==> src/hdl/mbss_pkg.sv <==
package mbss_pkg;

	localparam int PATTERN_MAX_DEF = 16;
	localparam int ADDR_BITS_DEF   = 48;

	// per-position compare mode
	typedef enum logic [1:0] {
		MODE_ANY   = 2'd0,
		MODE_EXACT = 2'd1,
		MODE_LOW   = 2'd2,
		MODE_HIGH  = 2'd3
	} mode_t;

	// register index, byte address / 8
	typedef enum logic [2:0] {
		REG_PAT_LOW  = 3'd0,
		REG_PAT_HIGH = 3'd1,
		REG_MASKS    = 3'd2,
		REG_LENGTH   = 3'd3,
		REG_ALIGN    = 3'd4
	} reg_idx_t;

	// one window slot as it moves down the chain
	typedef struct packed {
		logic [7:0] data;
		logic       mark;
		logic       valid;
	} slot_t;

	function automatic logic position_ok(mode_t code, logic [7:0] pat, logic [7:0] b);
		logic [7:0] diff;
		logic       ok;
		diff = pat ^ b;
		case (code)
			MODE_EXACT: ok = (diff == 8'h00);
			MODE_LOW:   ok = (diff[3:0] == 4'h0);
			MODE_HIGH:  ok = (diff[7:4] == 4'h0);
			default:    ok = 1'b1;
		endcase
		return ok;
	endfunction

endpackage

==> src/hdl/mbss_cell.sv <==
module mbss_cell import mbss_pkg::*; #(
	parameter int ADDRESS_BITS = ADDR_BITS_DEF
) (
	input  logic                    clk,
	input  logic                    arst_n,
	input  logic                    adv,
	input  logic                    in_use,
	input  slot_t                   din,
	input  logic [ADDRESS_BITS-1:0] din_addr,
	input  logic [7:0]              pat_byte,
	input  mode_t                   pat_code,
	output slot_t                   dout,
	output logic [ADDRESS_BITS-1:0] dout_addr,
	output logic                    ok
);

	logic [7:0]              data_q;
	logic                    mark_q;
	logic                    valid_q;
	logic [ADDRESS_BITS-1:0] addr_q;

	// compare the slot this cell is about to take
	assign ok = !in_use || position_ok(pat_code, pat_byte, din.data);

	always_ff @(posedge clk or negedge arst_n) begin
		if (!arst_n) begin
			valid_q <= 1'b0;
		end else if (adv) begin
			valid_q <= din.valid;
		end
	end

	always_ff @(posedge clk) begin
		if (adv) begin
			data_q <= din.data;
			mark_q <= din.mark;
			addr_q <= din_addr;
		end
	end

	assign dout.data  = data_q;
	assign dout.mark  = mark_q;
	assign dout.valid = valid_q;
	assign dout_addr  = addr_q;

endmodule

==> src/hdl/mbss_obuf.sv <==
module mbss_obuf import mbss_pkg::*; #(
	parameter int DATA_W = ADDR_BITS_DEF + 1
) (
	input  logic              clk,
	input  logic              arst_n,
	input  logic              push,
	input  logic [DATA_W-1:0] push_data,
	output logic              full,
	output logic              out_valid,
	input  logic              out_ready,
	output logic [DATA_W-1:0] out_data
);

	logic [1:0]        cnt_q;
	logic [DATA_W-1:0] head_q;
	logic [DATA_W-1:0] tail_q;
	logic              pop;

	assign pop       = out_valid && out_ready;
	assign full      = (cnt_q == 2'd2);
	assign out_valid = (cnt_q != 2'd0);
	assign out_data  = head_q;

	always_ff @(posedge clk or negedge arst_n) begin
		if (!arst_n) begin
			cnt_q <= 2'd0;
		end else if (push && !pop) begin
			cnt_q <= cnt_q + 2'd1;
		end else if (pop && !push) begin
			cnt_q <= cnt_q - 2'd1;
		end
	end

	// push only happens below full, so push with pop means one entry held
	always_ff @(posedge clk) begin
		if (push && pop) begin
			head_q <= push_data;
		end else if (push) begin
			if (cnt_q == 2'd0) begin
				head_q <= push_data;
			end else begin
				tail_q <= push_data;
			end
		end else if (pop) begin
			head_q <= tail_q;
		end
	end

endmodule

==> src/hdl/masked_byte_signature_scan.sv <==
// Channel  | Direction | Carries
// s_*      | in        | one memory byte request: byte, address, start / region / end marks
// m_*      | out       | one result: found flag and start address of the first match
// apb      | in        | pattern, mask codes, length, alignment registers
//
// One byte is taken per cycle while s_tready is high, back to back; the compare runs
// on the byte as it enters the cell chain, so its result is registered at the same edge.
// A two-entry result buffer lets input flow while a result waits; s_tready drops
// only when both entries are held.
// Reset clears the window valid bits, phase, done flag, buffer and registers.
module masked_byte_signature_scan import mbss_pkg::*; #(
	parameter int PATTERN_MAX  = PATTERN_MAX_DEF,
	parameter int ADDRESS_BITS = ADDR_BITS_DEF
) (
	input  logic                                    clk,
	input  logic                                    arst_n,
	input  logic                                    s_tvalid,
	output logic                                    s_tready,
	// data_byte [7:0], byte_address above it, zero fill to bytes
	input  logic [((8+ADDRESS_BITS+7)/8)*8-1:0]     s_tdata,
	// scan_start [0], region_start [1]
	input  logic [1:0]                              s_tuser,
	input  logic                                    s_tlast,
	output logic                                    m_tvalid,
	input  logic                                    m_tready,
	// match_address from bit 0, zero fill to bytes
	output logic [((ADDRESS_BITS+7)/8)*8-1:0]       m_tdata,
	// found [0]
	output logic                                    m_tuser,
	input  logic                                    psel,
	input  logic                                    penable,
	input  logic                                    pwrite,
	input  logic [5:0]                              paddr,
	input  logic [63:0]                             pwdata,
	output logic [63:0]                             prdata,
	output logic                                    pready
);

	localparam int TOP_W  = (PATTERN_MAX > 1) ? $clog2(PATTERN_MAX) : 1;
	localparam int OUT_W  = ((ADDRESS_BITS + 7) / 8) * 8;
	localparam int RES_W  = ADDRESS_BITS + 1;

	// configuration registers
	logic [63:0] pat_low_q;
	logic [63:0] pat_high_q;
	logic [31:0] masks_q;
	logic [4:0]  length_q;
	logic [15:0] align_q;

	reg_idx_t    reg_idx;
	logic        cfg_wr;

	assign pready  = 1'b1;
	assign reg_idx = reg_idx_t'(paddr[5:3]);
	assign cfg_wr  = psel && penable && pwrite && pready;

	always_ff @(posedge clk or negedge arst_n) begin
		if (!arst_n) begin
			pat_low_q  <= '0;
			pat_high_q <= '0;
			masks_q    <= '0;
			length_q   <= 5'd1;
			align_q    <= 16'd1;
		end else if (cfg_wr) begin
			case (reg_idx)
				REG_PAT_LOW:  pat_low_q  <= pwdata;
				REG_PAT_HIGH: pat_high_q <= pwdata;
				REG_MASKS:    masks_q    <= pwdata[31:0];
				REG_LENGTH:   length_q   <= pwdata[4:0];
				REG_ALIGN:    align_q    <= pwdata[15:0];
				default:      ;
			endcase
		end
	end

	always_comb begin
		case (reg_idx)
			REG_PAT_LOW:  prdata = pat_low_q;
			REG_PAT_HIGH: prdata = pat_high_q;
			REG_MASKS:    prdata = {32'd0, masks_q};
			REG_LENGTH:   prdata = {59'd0, length_q};
			REG_ALIGN:    prdata = {48'd0, align_q};
			default:      prdata = 64'd0;
		endcase
	end

	// unpack the input request
	logic [7:0]              in_byte;
	logic [ADDRESS_BITS-1:0] in_addr;
	logic                    in_scan_start;
	logic                    in_region_start;
	logic                    in_scan_end;

	assign in_byte         = s_tdata[7:0];
	assign in_addr         = s_tdata[8 +: ADDRESS_BITS];
	assign in_scan_start   = s_tuser[0];
	assign in_region_start = s_tuser[1];
	assign in_scan_end     = s_tlast;

	// scan control
	logic        done_q;
	logic [15:0] phase_q;
	logic        acc;
	logic        proc;
	logic        clear;
	logic        hit;
	logic        res_push;
	logic        buf_full;
	logic [15:0] phase_eff;
	logic [15:0] align_eff;
	logic [16:0] phase_inc;

	assign s_tready  = !buf_full;
	assign acc       = s_tvalid && s_tready;
	// a scan start reopens a finished scan
	assign proc      = acc && (in_scan_start || !done_q);
	assign clear     = in_scan_start || in_region_start;
	assign phase_eff = clear ? 16'd0 : phase_q;
	assign align_eff = (align_q == 16'd0) ? 16'd1 : align_q;
	assign phase_inc = {1'b0, phase_eff} + 17'd1;
	assign res_push  = proc && (hit || in_scan_end);

	always_ff @(posedge clk or negedge arst_n) begin
		if (!arst_n) begin
			done_q  <= 1'b0;
			phase_q <= '0;
		end else begin
			if (acc) begin
				// hold done until the next scan start; set on any result
				done_q <= (done_q && !in_scan_start) || res_push;
			end
			if (proc) begin
				// wrap when the step is reached; a shrunk alignment wraps too
				phase_q <= (phase_inc >= {1'b0, align_eff}) ? 16'd0 : phase_inc[15:0];
			end
		end
	end

	// effective length and the slot that holds the candidate start
	logic [4:0]       len_eff;
	logic [TOP_W-1:0] top;

	assign len_eff = (length_q > 5'(PATTERN_MAX)) ? 5'(PATTERN_MAX) : length_q;
	assign top     = (len_eff == 5'd0) ? '0 : TOP_W'(len_eff - 5'd1);

	// pattern bytes and modes per position
	logic [7:0] pat_byte [PATTERN_MAX];
	mode_t      pat_mode [PATTERN_MAX];

	for (genvar i = 0; i < PATTERN_MAX; i++) begin : g_pat
		if (i < 8) begin : g_lo
			assign pat_byte[i] = pat_low_q[8*i +: 8];
		end else begin : g_hi
			assign pat_byte[i] = pat_high_q[8*(i-8) +: 8];
		end
		assign pat_mode[i] = mode_t'(masks_q[2*i +: 2]);
	end

	// cell chain: slot 0 takes the new byte, slot k takes slot k-1
	slot_t                   slot_in   [PATTERN_MAX];
	logic [ADDRESS_BITS-1:0] addr_in   [PATTERN_MAX];
	slot_t                   slot_out  [PATTERN_MAX];
	logic [ADDRESS_BITS-1:0] addr_out  [PATTERN_MAX];
	logic [PATTERN_MAX-1:0]  ok_vec;
	logic [PATTERN_MAX-1:0]  valid_vec;

	for (genvar k = 0; k < PATTERN_MAX; k++) begin : g_chain
		logic [TOP_W-1:0] pos;
		logic             in_use;

		if (k == 0) begin : g_head
			assign slot_in[k].data  = in_byte;
			assign slot_in[k].mark  = (phase_eff == 16'd0);
			assign slot_in[k].valid = 1'b1;
			assign addr_in[k]       = in_addr;
		end else begin : g_body
			// drop the older bytes on a region or scan start
			assign slot_in[k].data  = slot_out[k-1].data;
			assign slot_in[k].mark  = slot_out[k-1].mark;
			assign slot_in[k].valid = slot_out[k-1].valid && !clear;
			assign addr_in[k]       = addr_out[k-1];
		end

		assign pos    = top - TOP_W'(k);
		assign in_use = ({27'd0, len_eff} > k);

		mbss_cell #(
			.ADDRESS_BITS(ADDRESS_BITS)
		) u_cell (
			.clk       (clk),
			.arst_n    (arst_n),
			.adv       (proc),
			.in_use    (in_use),
			.din       (slot_in[k]),
			.din_addr  (addr_in[k]),
			.pat_byte  (pat_byte[pos]),
			.pat_code  (pat_mode[pos]),
			.dout      (slot_out[k]),
			.dout_addr (addr_out[k]),
			.ok        (ok_vec[k])
		);

		assign valid_vec[k] = slot_out[k].valid;
	end

	// the start slot must be filled and aligned, every used position must agree
	assign hit = (&ok_vec) && slot_in[top].valid && slot_in[top].mark;

	// result buffer
	logic [RES_W-1:0] res_data;
	logic [RES_W-1:0] head_data;

	assign res_data = hit ? {1'b1, addr_in[top]} : {1'b0, {ADDRESS_BITS{1'b0}}};

	mbss_obuf #(
		.DATA_W(RES_W)
	) u_obuf (
		.clk       (clk),
		.arst_n    (arst_n),
		.push      (res_push),
		.push_data (res_data),
		.full      (buf_full),
		.out_valid (m_tvalid),
		.out_ready (m_tready),
		.out_data  (head_data)
	);

	assign m_tuser = head_data[ADDRESS_BITS];
	assign m_tdata = OUT_W'(head_data[ADDRESS_BITS-1:0]);

	// after any result the scan stays closed
	a_done_after_result: assert property (@(posedge clk) disable iff (!arst_n)
		res_push |=> done_q)
		else $error("scan not closed after a result");

	// a closed scan moves the chain only on a scan start
	a_closed_scan: assert property (@(posedge clk) disable iff (!arst_n)
		(proc && done_q) |-> in_scan_start)
		else $error("byte processed in a closed scan");

	// filled slots are contiguous from slot 0
	a_fill_contiguous: assert property (@(posedge clk) disable iff (!arst_n)
		((valid_vec >> 1) & ~valid_vec) == '0)
		else $error("window fill has a gap");

	// no result is pushed into a full buffer
	a_no_overflow: assert property (@(posedge clk) disable iff (!arst_n)
		buf_full |-> !res_push)
		else $error("result pushed into full buffer");

endmodule
==> config.mk <==
export PLATFORM = sky130hd
export DESIGN_NAME = masked_byte_signature_scan
export DESIGN_NICKNAME = d
export VERILOG_FILES = /design/src/hdl/mbss_pkg.sv /design/src/hdl/mbss_cell.sv /design/src/hdl/mbss_obuf.sv /design/src/hdl/masked_byte_signature_scan.sv
export SDC_FILE = /design/constraint.sdc
export NUM_CORES = 2
export LEC_CHECK = 0
export BUFFER_PORTS_ARGS = -buffer_cell sky130_fd_sc_hd__buf_2
export CAP_MARGIN = 20
export CORE_MARGIN = 5
export CORE_UTILIZATION = 50
export DETAILED_ROUTE_END_ITERATION = 10
export PLACE_DENSITY = 0.67
export SKIP_CTS_REPAIR_TIMING = 1
export SYNTH_ARGS = -nofsm -noshare
export SYNTH_HDL_FRONTEND = slang
export SYNTH_SLANG_ARGS = --single-unit
export TNS_END_PERCENT = 100
==> constraint.sdc <==
create_clock -name clk -period 42.1 [get_ports clk]
set_input_delay 2.105 -clock clk [delete_from_list [all_inputs] [get_ports clk]]
set_output_delay 2.105 -clock clk [all_outputs]
set_load 0.1 [all_outputs]
==> results.ini <==
[status]
run_status=completed

[clocking]
cts.htree.levels=3
clock_tree_from_tritoncts=yes
worst_skew_pair.late_latency_ns=0.74
clk_pin_slew_worst_paths_ns=0.06
numClockSinks=1168
cts-buffers-inserted=121
root_buffer=clkbuf_16
cts.path.max_buffers=3

[synth]
yosys.area.top_type_share=0.497
synth_async_sr_flop_share=0.184
yosys_register_bits=1168
synth.distinct_cells=90
synth.cell_area_mm2=0.0576
synth_enable_flop_cells=953
synth_area_per_cell_um2=12.5
syn_inst=4589
synth.area.top_cells=edfxtp_1 50%, dfrtp_1 9.3%, mux2i_1 4.2%
synth.net_count=4750
ys.flop_type=edfxtp_1
yosysTopAreaCell=edfxtp_1
seq_area_frac_synth=0.591
synth-warning-count=0

[floorplan]
die-height_um=349
die_w_um=349
cell_rows=124
ioPinCount=252
die_area_mm2=0.122
initial_cell_density_of_the_core=0.504
design.core.area_mm2=0.114

[sta]
max_slew.worst_pin.slew_ns=1.17
timing.final.crit_share=0.225
timing.final.max_slew_violations=0
timing.hold.ws_ns=0.400
min_period_ns=9.49
finalClockSkew_ns=0.0561
finalSetupTns_ns=0
finalSetupViolCount=0
fmaxAchievable_mhz=105
hold_viol=0
relSlewSlack=0.218
rsz_0062_raised_after_global_routing=no

[worst_setup_path]
worst_setup_path_start_kind=flop
worstPathArrival_ns=9.84
worstPathRequired_ns=42.45
startpoint=length_q[0]
setup.worst_path.end=u_obuf.tail_q[28]
rr_worst_depth=21
type_of_destination_of_the_critical_path=flop
crit-reg2reg-capture=u_obuf.tail_q[28]
cp_top_family=buffers and inverters
timing.critical_path.depth=21
critical_path.slowest_cell=ha_1
worst_path_largest_cell_delay_ns=1.23
reg2reg_from=length_q[0]
crit_path_cells=nand2b_4 -> ha_4 -> nor4b_4 -> buf_4 -> nor2_4 -> buf_4 -> inv_8 -> ha_1 -> buf_4 -> mux4_2 -> mux2i_1 -> mux2i_1 -> xor2_1 -> nor4_1 -> o22a_1 -> a32oi_1 -> nor4_4 -> buf_4 -> o21ai_4 -> nor3b_4 -> buf_4
worst_path_most_repeated_cell=buf_4
timing.setup.critical_path_class=reg -> reg
timing.critical_path.fanout_max=85
buf_inv_on_cp=6
regToRegSetupSlack_ns=32.61

[grt]
grt_pass1_vias=40000
grt_max_degree=203
globalRouteOverflowTotal=0
grtUsageTotal=0.281
grt_antenna_before_repair=21
grt_first_pass_wirelength_um=263000

[cells_and_area]
flow.area_growth_from_synthesis_pct=11.3
drive_above_1_share=0.186
num-nets-final=4846
final.fill_count=9228
finalCoreUtilization=0.560

[flow_run]
drv_cap=0

[route]
route.detailed.wl_per_inst_um=28.1
drt.antenna.violating_nets=0
via_count=41900
routed_via_density=6.64
first_pass_iters=6
drc=0
wl_um=177000
drtIter0Drc=5886

[placement]
buffer_ports.inserted=247
dp_hpwl_um=110000
globalplace.congestion=0.980

[min_path]
hold_path.class=reg -> reg

[pwr]
worst_ir_drop_vdd_v=0.0000683
power.static_leakage_nw=23.5
power-per-cell-area_mw_per_mm2=80.0

## report_power, final
part / internal (mW) / switching [mW]
clock network: 0.592 / 0.469
registers: 1.61 / 0.191
logic: 0.747 / 1.52
total: 2.95 / 2.18
## cells by family after synthesis
family	synth area share
simple gates	0.0917
flops	0.591
compound gates	0.143
mux	0.114
buf+inv	0.0295
xor+xnor	0.0251
fa+ha+maj	0.00543
other cells	0.0000651
## flip-flops by register name, indices dropped and copies added, names as in the netlist
register,cells
g_chain.u_cell.data_q,120
u_obuf.tail_q,49
u_obuf.out_data,49
g_chain.u_cell.mark_q,15
g_chain.u_cell.valid_q,15
align_q,16
g_chain.u_cell.dout_addr,720
done_q,1
u_obuf.cnt_q,2
masks_q,32
pat_low_q,64
pat_high_q,64
length_q,5
phase_q,16
## area by class of cell
class	instances	area, um^2	area share
timing repair buffer	330	1960	0.0306
clock inverter	71	598	0.00934
tap	1512	1890	0.0295
multi-input combinational	3016	22100	0.345
inverter	48	203	0.00316
clock buffer	156	3310	0.0516
antenna	10	25.0	0.000391
sequential	1168	34000	0.531
## worst min-delay path by stage
stage                                    start                               end  depth (start not counted)
2_1_floorplan         g_chain[6].u_cell.mark_q          g_chain[7].u_cell.mark_q                          0
3_3_place_gp    g_chain[1].u_cell.dout_addr[6]    g_chain[2].u_cell.dout_addr[6]                          0
3_5_place_dp   g_chain[9].u_cell.dout_addr[18]  g_chain[10].u_cell.dout_addr[18]                          0
4_1_cts         g_chain[9].u_cell.dout_addr[9]   g_chain[10].u_cell.dout_addr[9]                          0
5_1_grt         g_chain[9].u_cell.dout_addr[9]   g_chain[10].u_cell.dout_addr[9]                          0
6_report        g_chain[9].u_cell.dout_addr[9]   g_chain[10].u_cell.dout_addr[9]                          0
## cells in the final DEF, fill, tap and decap left out, types with 12 or more instances in the layout
cell,n
a22o_1,94
o211ai_1,28
mux2i_1,241
nand3_1,218
a22oi_1,69
clkinv_1,32
clkinv_2,20
clkbuf_16,127
a221oi_1,62
buf_2,246
and3_1,20
a21o_1,14
nand4_1,12
edfxtp_1,953
xor2_1,86
mux2_2,170
buf_4,75
dfrtp_1,213
ha_1,24
nor2_1,139
o221ai_1,102
clkbuf_1,27
o21ai_0,206
o22ai_1,113
a31oi_1,61
nor2b_1,38
nor3_1,28
nor4_1,23
a211oi_1,41
a21oi_1,169
o211a_4,44
nand2_1,638
xnor2_1,69
mux4_2,100
inv_1,44
## cells in the mapped netlist, types with 86 or more instances
| library cell | instances |
|---|---|
| edfxtp_1 | 953 |
| nand2_1 | 641 |
| clkbuf_1 | 257 |
| mux2i_1 | 241 |
| nand3_1 | 219 |
| dfrtp_1 | 213 |
| o21ai_0 | 206 |
| a21oi_1 | 170 |
| mux2_2 | 170 |
| nor2_1 | 148 |
| o22ai_1 | 113 |
| o221ai_1 | 102 |
| mux4_2 | 100 |
| a22o_1 | 95 |
| xor2_1 | 86 |
## worst reg2reg max path, delay by kind of cell, from the launching register on
| kind | cells | cell delay, ns |
|---|---|---|
| compound gates | 3 | 0.56 |
| xor+xnor | 1 | 0.17 |
| fa+ha+maj | 2 | 1.59 |
| buf+inv | 6 | 3.04 |
| flops | 1 | 0.96 |
| mux | 3 | 0.99 |
| simple gates | 6 | 1.71 |
## metrics by stage
step | worst slack, ns | area [um^2] | std cells | power, mW
after floorplan | 14.57 | 57600 | 4589 | 3.55
after global placement | 32.86 | 60100 | 6070 | 3.99
after detailed placement | 32.84 | 60100 | 6072 | 4.02
after CTS | 32.82 | 64000 | 6299 | 5.09
after global routing | 32.38 | 64100 | 6305 | 5.32
final | 32.61 | 64100 | 6311 | 5.13
## metal layers
layer  part of all wire  up-vias  track usage
met5            0.00029        -            0
met4              0.045        8        0.111
met3               0.10      447       0.0593
met2               0.44     2433        0.420
met1               0.41    21100        0.407
li1                   -    18000            -
(Power assumes the default switching activity.)
